## src/rtl/mms_pkg.sv

```systemverilog
// Package for the square matrix multiplier: field widths, mode codes and
// the control word that travels alongside the multiply-accumulate pipeline.
// No dependencies.
`timescale 1ns / 1ps

package mms_pkg;

    localparam int ELEM_W = 16;   // element width, signed
    localparam int PROD_W = 33;   // product element width, signed
    localparam int IDX_W  = 2;    // row / column field width
    localparam int MODE_W = 2;

    localparam logic [MODE_W-1:0] MODE_LOAD_LEFT  = 2'd0;
    localparam logic [MODE_W-1:0] MODE_LOAD_RIGHT = 2'd1;
    localparam logic [MODE_W-1:0] MODE_COMPUTE    = 2'd2;

    // one term of a dot product: first term restarts the sum, last closes it
    typedef struct packed {
        logic valid;
        logic first;
        logic last;
    } t_mac_ctl;

endpackage

```

## src/rtl/mms_ram.sv

```systemverilog
// Simple dual-port synchronous RAM, one write and one registered read port.
// Used for both operand matrices. No dependencies.
`timescale 1ns / 1ps

module mms_ram #(
    parameter int DEPTH  = 9,
    parameter int ADDR_W = 4,
    parameter int DATA_W = 16
) (
    input  logic              i_clk,
    input  logic              i_we,
    input  logic [ADDR_W-1:0] i_waddr,
    input  logic [DATA_W-1:0] i_wdata,
    input  logic [ADDR_W-1:0] i_raddr,
    output logic [DATA_W-1:0] o_rdata
);

    logic [DATA_W-1:0] r_mem [DEPTH];
    logic [DATA_W-1:0] r_rdata;

    always_ff @(posedge i_clk) begin
        if (i_we) begin
            r_mem[i_waddr] <= i_wdata;
        end
    end

    always_ff @(posedge i_clk) begin
        r_rdata <= r_mem[i_raddr];
    end

    assign o_rdata = r_rdata;

endmodule

```

## src/rtl/mms_mac.sv

```systemverilog
// Multiply-accumulate pipeline: registered 16x16 product, then a 33-bit
// running sum. Depends on mms_pkg for widths and the control word.
`timescale 1ns / 1ps

module mms_mac (
    input  logic                             i_clk,
    input  logic                             i_rst_n,
    input  mms_pkg::t_mac_ctl                i_ctl,   // aligned with RAM address issue
    input  logic signed [mms_pkg::ELEM_W-1:0] i_a,    // RAM data, in the cycle after issue
    input  logic signed [mms_pkg::ELEM_W-1:0] i_b,
    output logic signed [mms_pkg::PROD_W-1:0] o_acc,
    output logic                             o_done
);

    mms_pkg::t_mac_ctl r_ctl1, r_ctl2;
    logic signed [2*mms_pkg::ELEM_W-1:0] r_prod;
    logic signed [mms_pkg::PROD_W-1:0]   r_acc;
    logic signed [mms_pkg::PROD_W-1:0]   w_prod_ext;
    logic                                r_done;

    assign w_prod_ext = mms_pkg::PROD_W'(r_prod);

    always_ff @(posedge i_clk) begin
        if (!i_rst_n) begin
            r_ctl1 <= '0;
            r_ctl2 <= '0;
            r_done <= 1'b0;
        end else begin
            r_ctl1 <= i_ctl;
            r_ctl2 <= r_ctl1;
            r_done <= r_ctl2.valid && r_ctl2.last;
        end
    end

    always_ff @(posedge i_clk) begin
        r_prod <= i_a * i_b;
        if (r_ctl2.valid) begin
            r_acc <= r_ctl2.first ? w_prod_ext : r_acc + w_prod_ext;
        end
    end

    assign o_acc  = r_acc;
    assign o_done = r_done;

endmodule

```

## src/rtl/matrix_multiply_square.sv

```systemverilog
// Top level of the square signed matrix multiplier: command decode, element
// sequencer and output register. Depends on mms_pkg, mms_ram and mms_mac.
`timescale 1ns / 1ps

// Usage:
//   Input stream: each word carries a mode in tuser and row, column and a
//   16-bit signed value in tdata. Mode load-left / load-right writes one
//   element of the left / right matrix (out-of-range indexes are dropped);
//   mode compute emits the product left * right; mode 3 is dropped.
//   Output stream: one word per product element in row-major order, with
//   row, column and the exact 33-bit dot product; tlast marks the final one.
//   Load words are accepted back to back while the block is idle. A compute
//   word holds tready low until all DIM*DIM elements are done; each element
//   runs DIM operand reads through the single read port of each matrix RAM,
//   then RAM, multiply, accumulate and output register stages, and the next
//   element starts only once the previous sum is in the output register.
//   A stalled receiver holds the result in the output register; the
//   sequencer waits with the next finished sum until that register frees.
//   Reset clears the sequencer and output valid; matrix contents are
//   undefined until loaded.
module matrix_multiply_square #(
    parameter int DIM = 3
) (
    input  logic        i_clk,
    input  logic        i_rst_n,
    input  logic        i_s_axis_tvalid,
    output logic        o_s_axis_tready,
    input  logic [23:0] i_s_axis_tdata,   // row[1:0], col[3:2], elem_value[19:4]
    input  logic [1:0]  i_s_axis_tuser,   // mode[1:0]
    output logic        o_m_axis_tvalid,
    input  logic        i_m_axis_tready,
    output logic [39:0] o_m_axis_tdata,   // out_row[1:0], out_col[3:2], product_value[36:4]
    output logic        o_m_axis_tlast    // last
);

    localparam int CELLS = DIM * DIM;
    localparam int IW    = (DIM > 1) ? $clog2(DIM) : 1;
    localparam int AW    = (CELLS > 1) ? $clog2(CELLS) : 1;
    localparam int XW    = (IW > mms_pkg::IDX_W) ? IW : mms_pkg::IDX_W;

    typedef enum logic [2:0] {
        S_IDLE  = 3'b001,
        S_ISSUE = 3'b010,
        S_WAIT  = 3'b100
    } t_state;

    t_state r_state;
    logic [IW-1:0] r_i, r_j, r_k;
    logic          r_acc_valid;
    logic          r_out_valid;
    logic [mms_pkg::IDX_W-1:0]        r_out_row, r_out_col;
    logic signed [mms_pkg::PROD_W-1:0] r_out_value;
    logic                              r_out_last;

    // input decode
    logic                               w_accept;
    logic [mms_pkg::MODE_W-1:0]         w_mode;
    logic [mms_pkg::IDX_W-1:0]          w_row, w_col;
    logic [mms_pkg::ELEM_W-1:0]         w_value;
    logic                               w_in_range;
    logic [AW-1:0]                      w_waddr;
    logic                               w_we_left, w_we_right;

    // sequencer
    logic [AW-1:0]                      w_raddr_left, w_raddr_right;
    logic                               w_k_last, w_elem_last;
    mms_pkg::t_mac_ctl                  w_ctl;
    logic signed [mms_pkg::ELEM_W-1:0]  w_left_data, w_right_data;
    logic signed [mms_pkg::PROD_W-1:0]  w_acc;
    logic                               w_acc_done;
    logic                               w_out_free, w_load_out;
    logic [XW-1:0]                      w_i_ext, w_j_ext;

    assign w_accept = i_s_axis_tvalid && o_s_axis_tready;
    assign w_mode   = i_s_axis_tuser;
    assign w_row    = i_s_axis_tdata[1:0];
    assign w_col    = i_s_axis_tdata[3:2];
    assign w_value  = i_s_axis_tdata[19:4];

    assign w_in_range = (32'(w_row) < 32'(DIM)) && (32'(w_col) < 32'(DIM));
    assign w_waddr    = AW'(AW'(w_row) * AW'(DIM) + AW'(w_col));
    assign w_we_left  = w_accept && w_in_range && (w_mode == mms_pkg::MODE_LOAD_LEFT);
    assign w_we_right = w_accept && w_in_range && (w_mode == mms_pkg::MODE_LOAD_RIGHT);

    // left walks row i across k, right walks column j down k
    assign w_raddr_left  = AW'(AW'(r_i) * AW'(DIM) + AW'(r_k));
    assign w_raddr_right = AW'(AW'(r_k) * AW'(DIM) + AW'(r_j));

    assign w_k_last    = (r_k == IW'(DIM - 1));
    assign w_elem_last = (r_i == IW'(DIM - 1)) && (r_j == IW'(DIM - 1));

    assign w_ctl.valid = (r_state == S_ISSUE);
    assign w_ctl.first = (r_k == '0);
    assign w_ctl.last  = w_k_last;

    mms_ram #(
        .DEPTH  (CELLS),
        .ADDR_W (AW),
        .DATA_W (mms_pkg::ELEM_W)
    ) u_left_ram (
        .i_clk   (i_clk),
        .i_we    (w_we_left),
        .i_waddr (w_waddr),
        .i_wdata (w_value),
        .i_raddr (w_raddr_left),
        .o_rdata (w_left_data)
    );

    mms_ram #(
        .DEPTH  (CELLS),
        .ADDR_W (AW),
        .DATA_W (mms_pkg::ELEM_W)
    ) u_right_ram (
        .i_clk   (i_clk),
        .i_we    (w_we_right),
        .i_waddr (w_waddr),
        .i_wdata (w_value),
        .i_raddr (w_raddr_right),
        .o_rdata (w_right_data)
    );

    mms_mac u_mac (
        .i_clk   (i_clk),
        .i_rst_n (i_rst_n),
        .i_ctl   (w_ctl),
        .i_a     (w_left_data),
        .i_b     (w_right_data),
        .o_acc   (w_acc),
        .o_done  (w_acc_done)
    );

    // move a finished sum out once the output register is empty or draining
    assign w_out_free = !r_out_valid || i_m_axis_tready;
    assign w_load_out = r_acc_valid && w_out_free;

    assign w_i_ext = XW'(r_i);
    assign w_j_ext = XW'(r_j);

    always_ff @(posedge i_clk) begin
        if (!i_rst_n) begin
            r_state     <= S_IDLE;
            r_i         <= '0;
            r_j         <= '0;
            r_k         <= '0;
            r_acc_valid <= 1'b0;
        end else begin
            if (w_acc_done) begin
                r_acc_valid <= 1'b1;
            end else if (w_load_out) begin
                r_acc_valid <= 1'b0;
            end
            case (r_state)
                S_IDLE: begin
                    if (w_accept && (w_mode == mms_pkg::MODE_COMPUTE)) begin
                        r_i     <= '0;
                        r_j     <= '0;
                        r_k     <= '0;
                        r_state <= S_ISSUE;
                    end
                end
                S_ISSUE: begin
                    if (w_k_last) begin
                        r_k     <= '0;
                        r_state <= S_WAIT;
                    end else begin
                        r_k <= r_k + 1'b1;
                    end
                end
                S_WAIT: begin
                    // hold indexes until the sum is handed to the output register
                    if (w_load_out) begin
                        if (w_elem_last) begin
                            r_state <= S_IDLE;
                        end else begin
                            r_state <= S_ISSUE;
                            if (r_j == IW'(DIM - 1)) begin
                                r_j <= '0;
                                r_i <= r_i + 1'b1;
                            end else begin
                                r_j <= r_j + 1'b1;
                            end
                        end
                    end
                end
                default: begin
                    r_state <= S_IDLE;
                end
            endcase
        end
    end

    always_ff @(posedge i_clk) begin
        if (!i_rst_n) begin
            r_out_valid <= 1'b0;
        end else if (w_load_out) begin
            r_out_valid <= 1'b1;
        end else if (i_m_axis_tready) begin
            r_out_valid <= 1'b0;
        end
    end

    always_ff @(posedge i_clk) begin
        if (w_load_out) begin
            r_out_row   <= w_i_ext[mms_pkg::IDX_W-1:0];
            r_out_col   <= w_j_ext[mms_pkg::IDX_W-1:0];
            r_out_value <= w_acc;
            r_out_last  <= w_elem_last;
        end
    end

    assign o_s_axis_tready = (r_state == S_IDLE);
    assign o_m_axis_tvalid = r_out_valid;
    assign o_m_axis_tdata  = {3'b000, r_out_value, r_out_col, r_out_row};
    assign o_m_axis_tlast  = r_out_last;

endmodule
```

## config.mk

```make
export PLATFORM = sky130hd
export DESIGN_NAME = matrix_multiply_square
export DESIGN_NICKNAME = d
export VERILOG_FILES = /design/src/rtl/mms_pkg.sv /design/src/rtl/mms_ram.sv /design/src/rtl/mms_mac.sv /design/src/rtl/matrix_multiply_square.sv
export SDC_FILE = /design/constraint.sdc
export NUM_CORES = 1
export LEC_CHECK = 0
export BUFFER_PORTS_ARGS = -buffer_cell sky130_fd_sc_hd__buf_4
export CAP_MARGIN = 10
export CORE_ASPECT_RATIO = 0.8
export CORE_MARGIN = 2
export CORE_UTILIZATION = 31
export CTS_BUF_LIST = sky130_fd_sc_hd__clkbuf_8
export CTS_CLUSTER_DIAMETER = 50
export DETAILED_ROUTE_END_ITERATION = 10
export PLACE_DENSITY_LB_ADDON = 0.12
export SETUP_SLACK_MARGIN = 0.3
export SLEW_MARGIN = 10
export SYNTH_ARGS = -nofsm -noshare
export SYNTH_HDL_FRONTEND = slang
export SYNTH_SLANG_ARGS = --single-unit
```

## constraint.sdc

```tcl
create_clock -name i_clk -period 14.9 [get_ports i_clk]
set_input_delay 1.49 -clock i_clk [delete_from_list [all_inputs] [get_ports i_clk]]
set_output_delay 1.49 -clock i_clk [all_outputs]
set_load 0.02 [all_outputs]
```

==> reports/results.ini <==
[outcome]
status = finished, final reports clean

[setup_path]
ff2ff_setup_slack_ps = 7980
reg2regPathDepth = 18
crit_chain = nand2_1 > inv_1 > fa_1 > fa_1 > inv_1 > fa_1 > fa_1 > inv_1 > fa_1 > fa_1 > ha_1 > a22o_1 > o31ai_1 > nand2_1 > a31oi_1 > o2111ai_1 > a21oi_1 > xnor2_1
cp_slowest_cell = fa_1
r2r-start = u_right_ram.o_rdata[1]$_DFF_P_
worstPathRequired_ps = 15500
cp_top_family = adder cells
startpoint = u_right_ram.o_rdata[1]$_DFF_P_
worstSetupPathType = reg2reg
critPathBufInv = 3
critical_path_peak_fanout = 16
crit_top_cell = fa_1
worst_setup_path_start_kind = flop
cp.arrival_ps = 7530
max_stage_delay_ps = 900
worstReg2RegEnd = u_mac.r_prod[30]$_DFF_P_
setup.worst_path.end_class = flop

[floorplan]
fp-row-count = 96
dieHeight_um = 268
io-pin-count = 73
fp.dieW_um = 334
core_region_area_um2 = 86100
die-area_um2 = 89700
start_util_pct = 31.4

[placed_design]
gp_congestion = 0.810
dpl.cell_count = 3268
hpwl_mm = 42.8
io_buffers = 65

[worst_hold_path]
hold_path_startpoint = u_mac.r_ctl1[0]$_SDFF_PN0_
min_path_cells = 1
hp-class = reg2reg
hold_end = u_mac.r_ctl2[0]$_SDFF_PN0_

[route]
wl_per_cell_um = 18.1
route.vias.total = 15600
ant_nets = 0
drc = 0
wl_mm = 61.7
first_pass_iters = 5
via_per_inst = 4.58
drtIter0Drc = 689

[pwr]
p_sw_share_pct = 42.4
pwr-share-seq_pct = 23.1
power.switching_w = 0.00281
p_clk_share_pct = 17.5
p_comb_share_pct = 59.4
internal_power_w = 0.00381
power_density_nw_per_um2 = 216
leakagePower_nw = 12.3
vdd_ir_drop_max_mv = 0.305

[clock_tree]
tritoncts = done
htree_num_levels = 3
ctsHoldBuffers = 0
postCtsResizedCells = 0
cts_buffers = 80
clk_path_buf_depth = 3
cts.clk_slew.worst_paths_ps = 50
root_buffer = clkbuf_8
post_cts_buffers = 0
clock_latency_ps = 700
cts.sinks = 441

[sta]
finClkSkew_ps = 52.9
slew_viol_final = 0
worst_pin_slew_ps = 1220
hold-worst-slack_ps = 431
finalSetupViolCount = 0
slew_headroom_pct = 18.6
tns_ps = 0
rsz0062_at_grt = no
hold_violations = 0
period_minus_slack_ps = 6920
fin_crit_sh_pct = 46.5
clock.fmax_mhz = 144

[run]
drv_cap = 0

[grt]
track_usage_pct = 14.3
grt_pass1_wl_mm = 98.2
antenna_found_initial = 2
grt_max_degree = 68
grt_pass1_vias = 17000
overflow = 0

[synthesis]
ys_warn_count = 0
synth_edf_count = 359
synth_common_cells = edfxtp_1, inv_1, fa_1
synth_area_leader_cell = edfxtp_1
synth-seq-cells = 441
synth_sequential_area_ratio_pct = 45.9
synth_ff_type = edfxtp_1
synth_top_area_share_pct = 39.8
syn_area_um2 = 27100
synth_area_leaders = edfxtp_1, fa_1, dfxtp_1
yosysMostFrequentCell = edfxtp_1
async_flop_share_pct = 0
syn_area_per_cell_um2 = 12.8
synthCells = 2114
yosys.cell_types.count = 66

[final_layout]
drive_above_1_share_pct = 12.8
syn2layout_area_growth_pct = 13.2
layout.nets = 2648
register_area_um2 = 12400
fillerInstances = 8353
finalNonFillerCells = 3416
multiInputGateArea_um2 = 13300

-- worst register-to-register path, cell delays in order, from the launching register on --
cell	delay, ps
dfxtp_1	800
nand2_1	220
inv_1	180
fa_1	590
fa_1	900
inv_1	130
fa_1	440
fa_1	540
inv_1	50
fa_1	550
fa_1	430
ha_1	380
a22o_1	220
o31ai_1	280
nand2_1	80
a31oi_1	470
o2111ai_1	230
a21oi_1	220
xnor2_1	130
-- sequential cells by signal, summed over array words and instances (netlist names) --
register,flops
u_left_ram.r_mem,144
u_right_ram.r_mem,144
r_out_value,33
u_mac.o_acc,33
u_mac.r_prod,32
u_left_ram.o_rdata,16
u_right_ram.o_rdata,16
r_state,3
u_mac.r_ctl1,3
u_mac.r_ctl2,3
r_i,2
r_j,2
r_k,2
r_out_col,2
r_out_row,2
o_m_axis_tlast,1
o_m_axis_tvalid,1
r_acc_valid,1
u_mac.o_done,1
-- stage by stage --
| step | util (%) | instance area, µm² | total power (W) | worst slack, ps |
|---|---|---|---|---|
| finish | 35.6 | 30600 | 0.00661 | 7980 |
| detailed placement | 33.7 | 29000 | 0.00553 | 7980 |
| global placement | 33.7 | 29000 | 0.00550 | 7990 |
| CTS | 35.6 | 30600 | 0.00673 | 7960 |
| floorplan | - | 27100 | 0.00457 | 8900 |
| global route | 35.6 | 30600 | 0.00732 | 7550 |
-- placed cells by master (no fill, tap or decap), types with 5 or more instances in the layout --
cell and count:
nor2_2 6, a211oi_1 8, nand2b_1 17, ha_1 122
clkinv_1 9, nand3_1 17, dfxtp_1 80, buf_4 92
inv_1 348, nor3_4 5, o31ai_1 6, o21a_1 9
a21o_1 34, xnor2_1 39, nand2_1 219, o21bai_1 10
o21ai_0 81, o211ai_1 7, edfxtp_1 359, fa_1 269
mux4_2 64, clkbuf_8 89, and3_1 8, a21oi_1 49
nor2_1 56, and2_1 126, nor2b_1 10, nor3b_1 6
nor3_1 5, mux2i_1 36, xor2_1 20
-- metal layers --
layer / wire [µm] / share of wire [%] / up-vias / global-route usage (%)
li1: - / - / 7364 / -
met1: 30300 / 49 / 7922 / 20.1
met2: 27500 / 45 / 244 / 22.4
met3: 2440 / 4.0 / 99 / 2.84
met4: 1450 / 2.3 / 0 / 4.33
met5: 0 / 0 / - / 0
-- power by group through the flow --
stage	logic [W]	registers, W	clock network [W]
5_1_grt	0.00452	0.00154	0.00126
4_1_cts	0.00399	0.00153	0.00121
3_3_place_gp	0.00395	0.00156	0
3_5_place_dp	0.00397	0.00156	0
2_1_floorplan	0.00305	0.00152	0
6_report	0.00393	0.00153	0.00115
-- final cells by class --
cell class / count / share of cell area [%]
Antenna cell: 1 / 0.00817
Clock buffer: 89 / 4.00
Timing Repair Buffer: 92 / 2.25
Multi-Input combinational cell: 1290 / 43.4
Tap cell: 1127 / 4.60
Sequential cell: 441 / 40.5
Inverter: 318 / 3.90
Clock inverter: 58 / 1.32
-- worst max-delay path by stage --
stage	to	slack, ps	cells past startpoint
after floorplan	u_mac.r_prod[31]$_DFF_P_	8900	20
after global placement	u_mac.r_prod[30]$_DFF_P_	7990	18
after detailed placement	u_mac.r_prod[30]$_DFF_P_	7980	18
after CTS	u_mac.r_prod[30]$_DFF_P_	7960	18
after global routing	u_mac.r_prod[30]$_DFF_P_	7550	20
final	u_mac.r_prod[30]$_DFF_P_	7980	18
-- cells by family after synthesis --
logic type / share of synthesized area, %
buffers and inverters: 5.38
xor gates and xnor gates: 1.91
other: 0.0138
DFF: 45.9
and+or+nand+nor: 8.75
muxes: 6.74
adders and majority gates: 25.7
AOI/OAI and AO/OA: 5.61
Power figures use the tool's default switching activity.
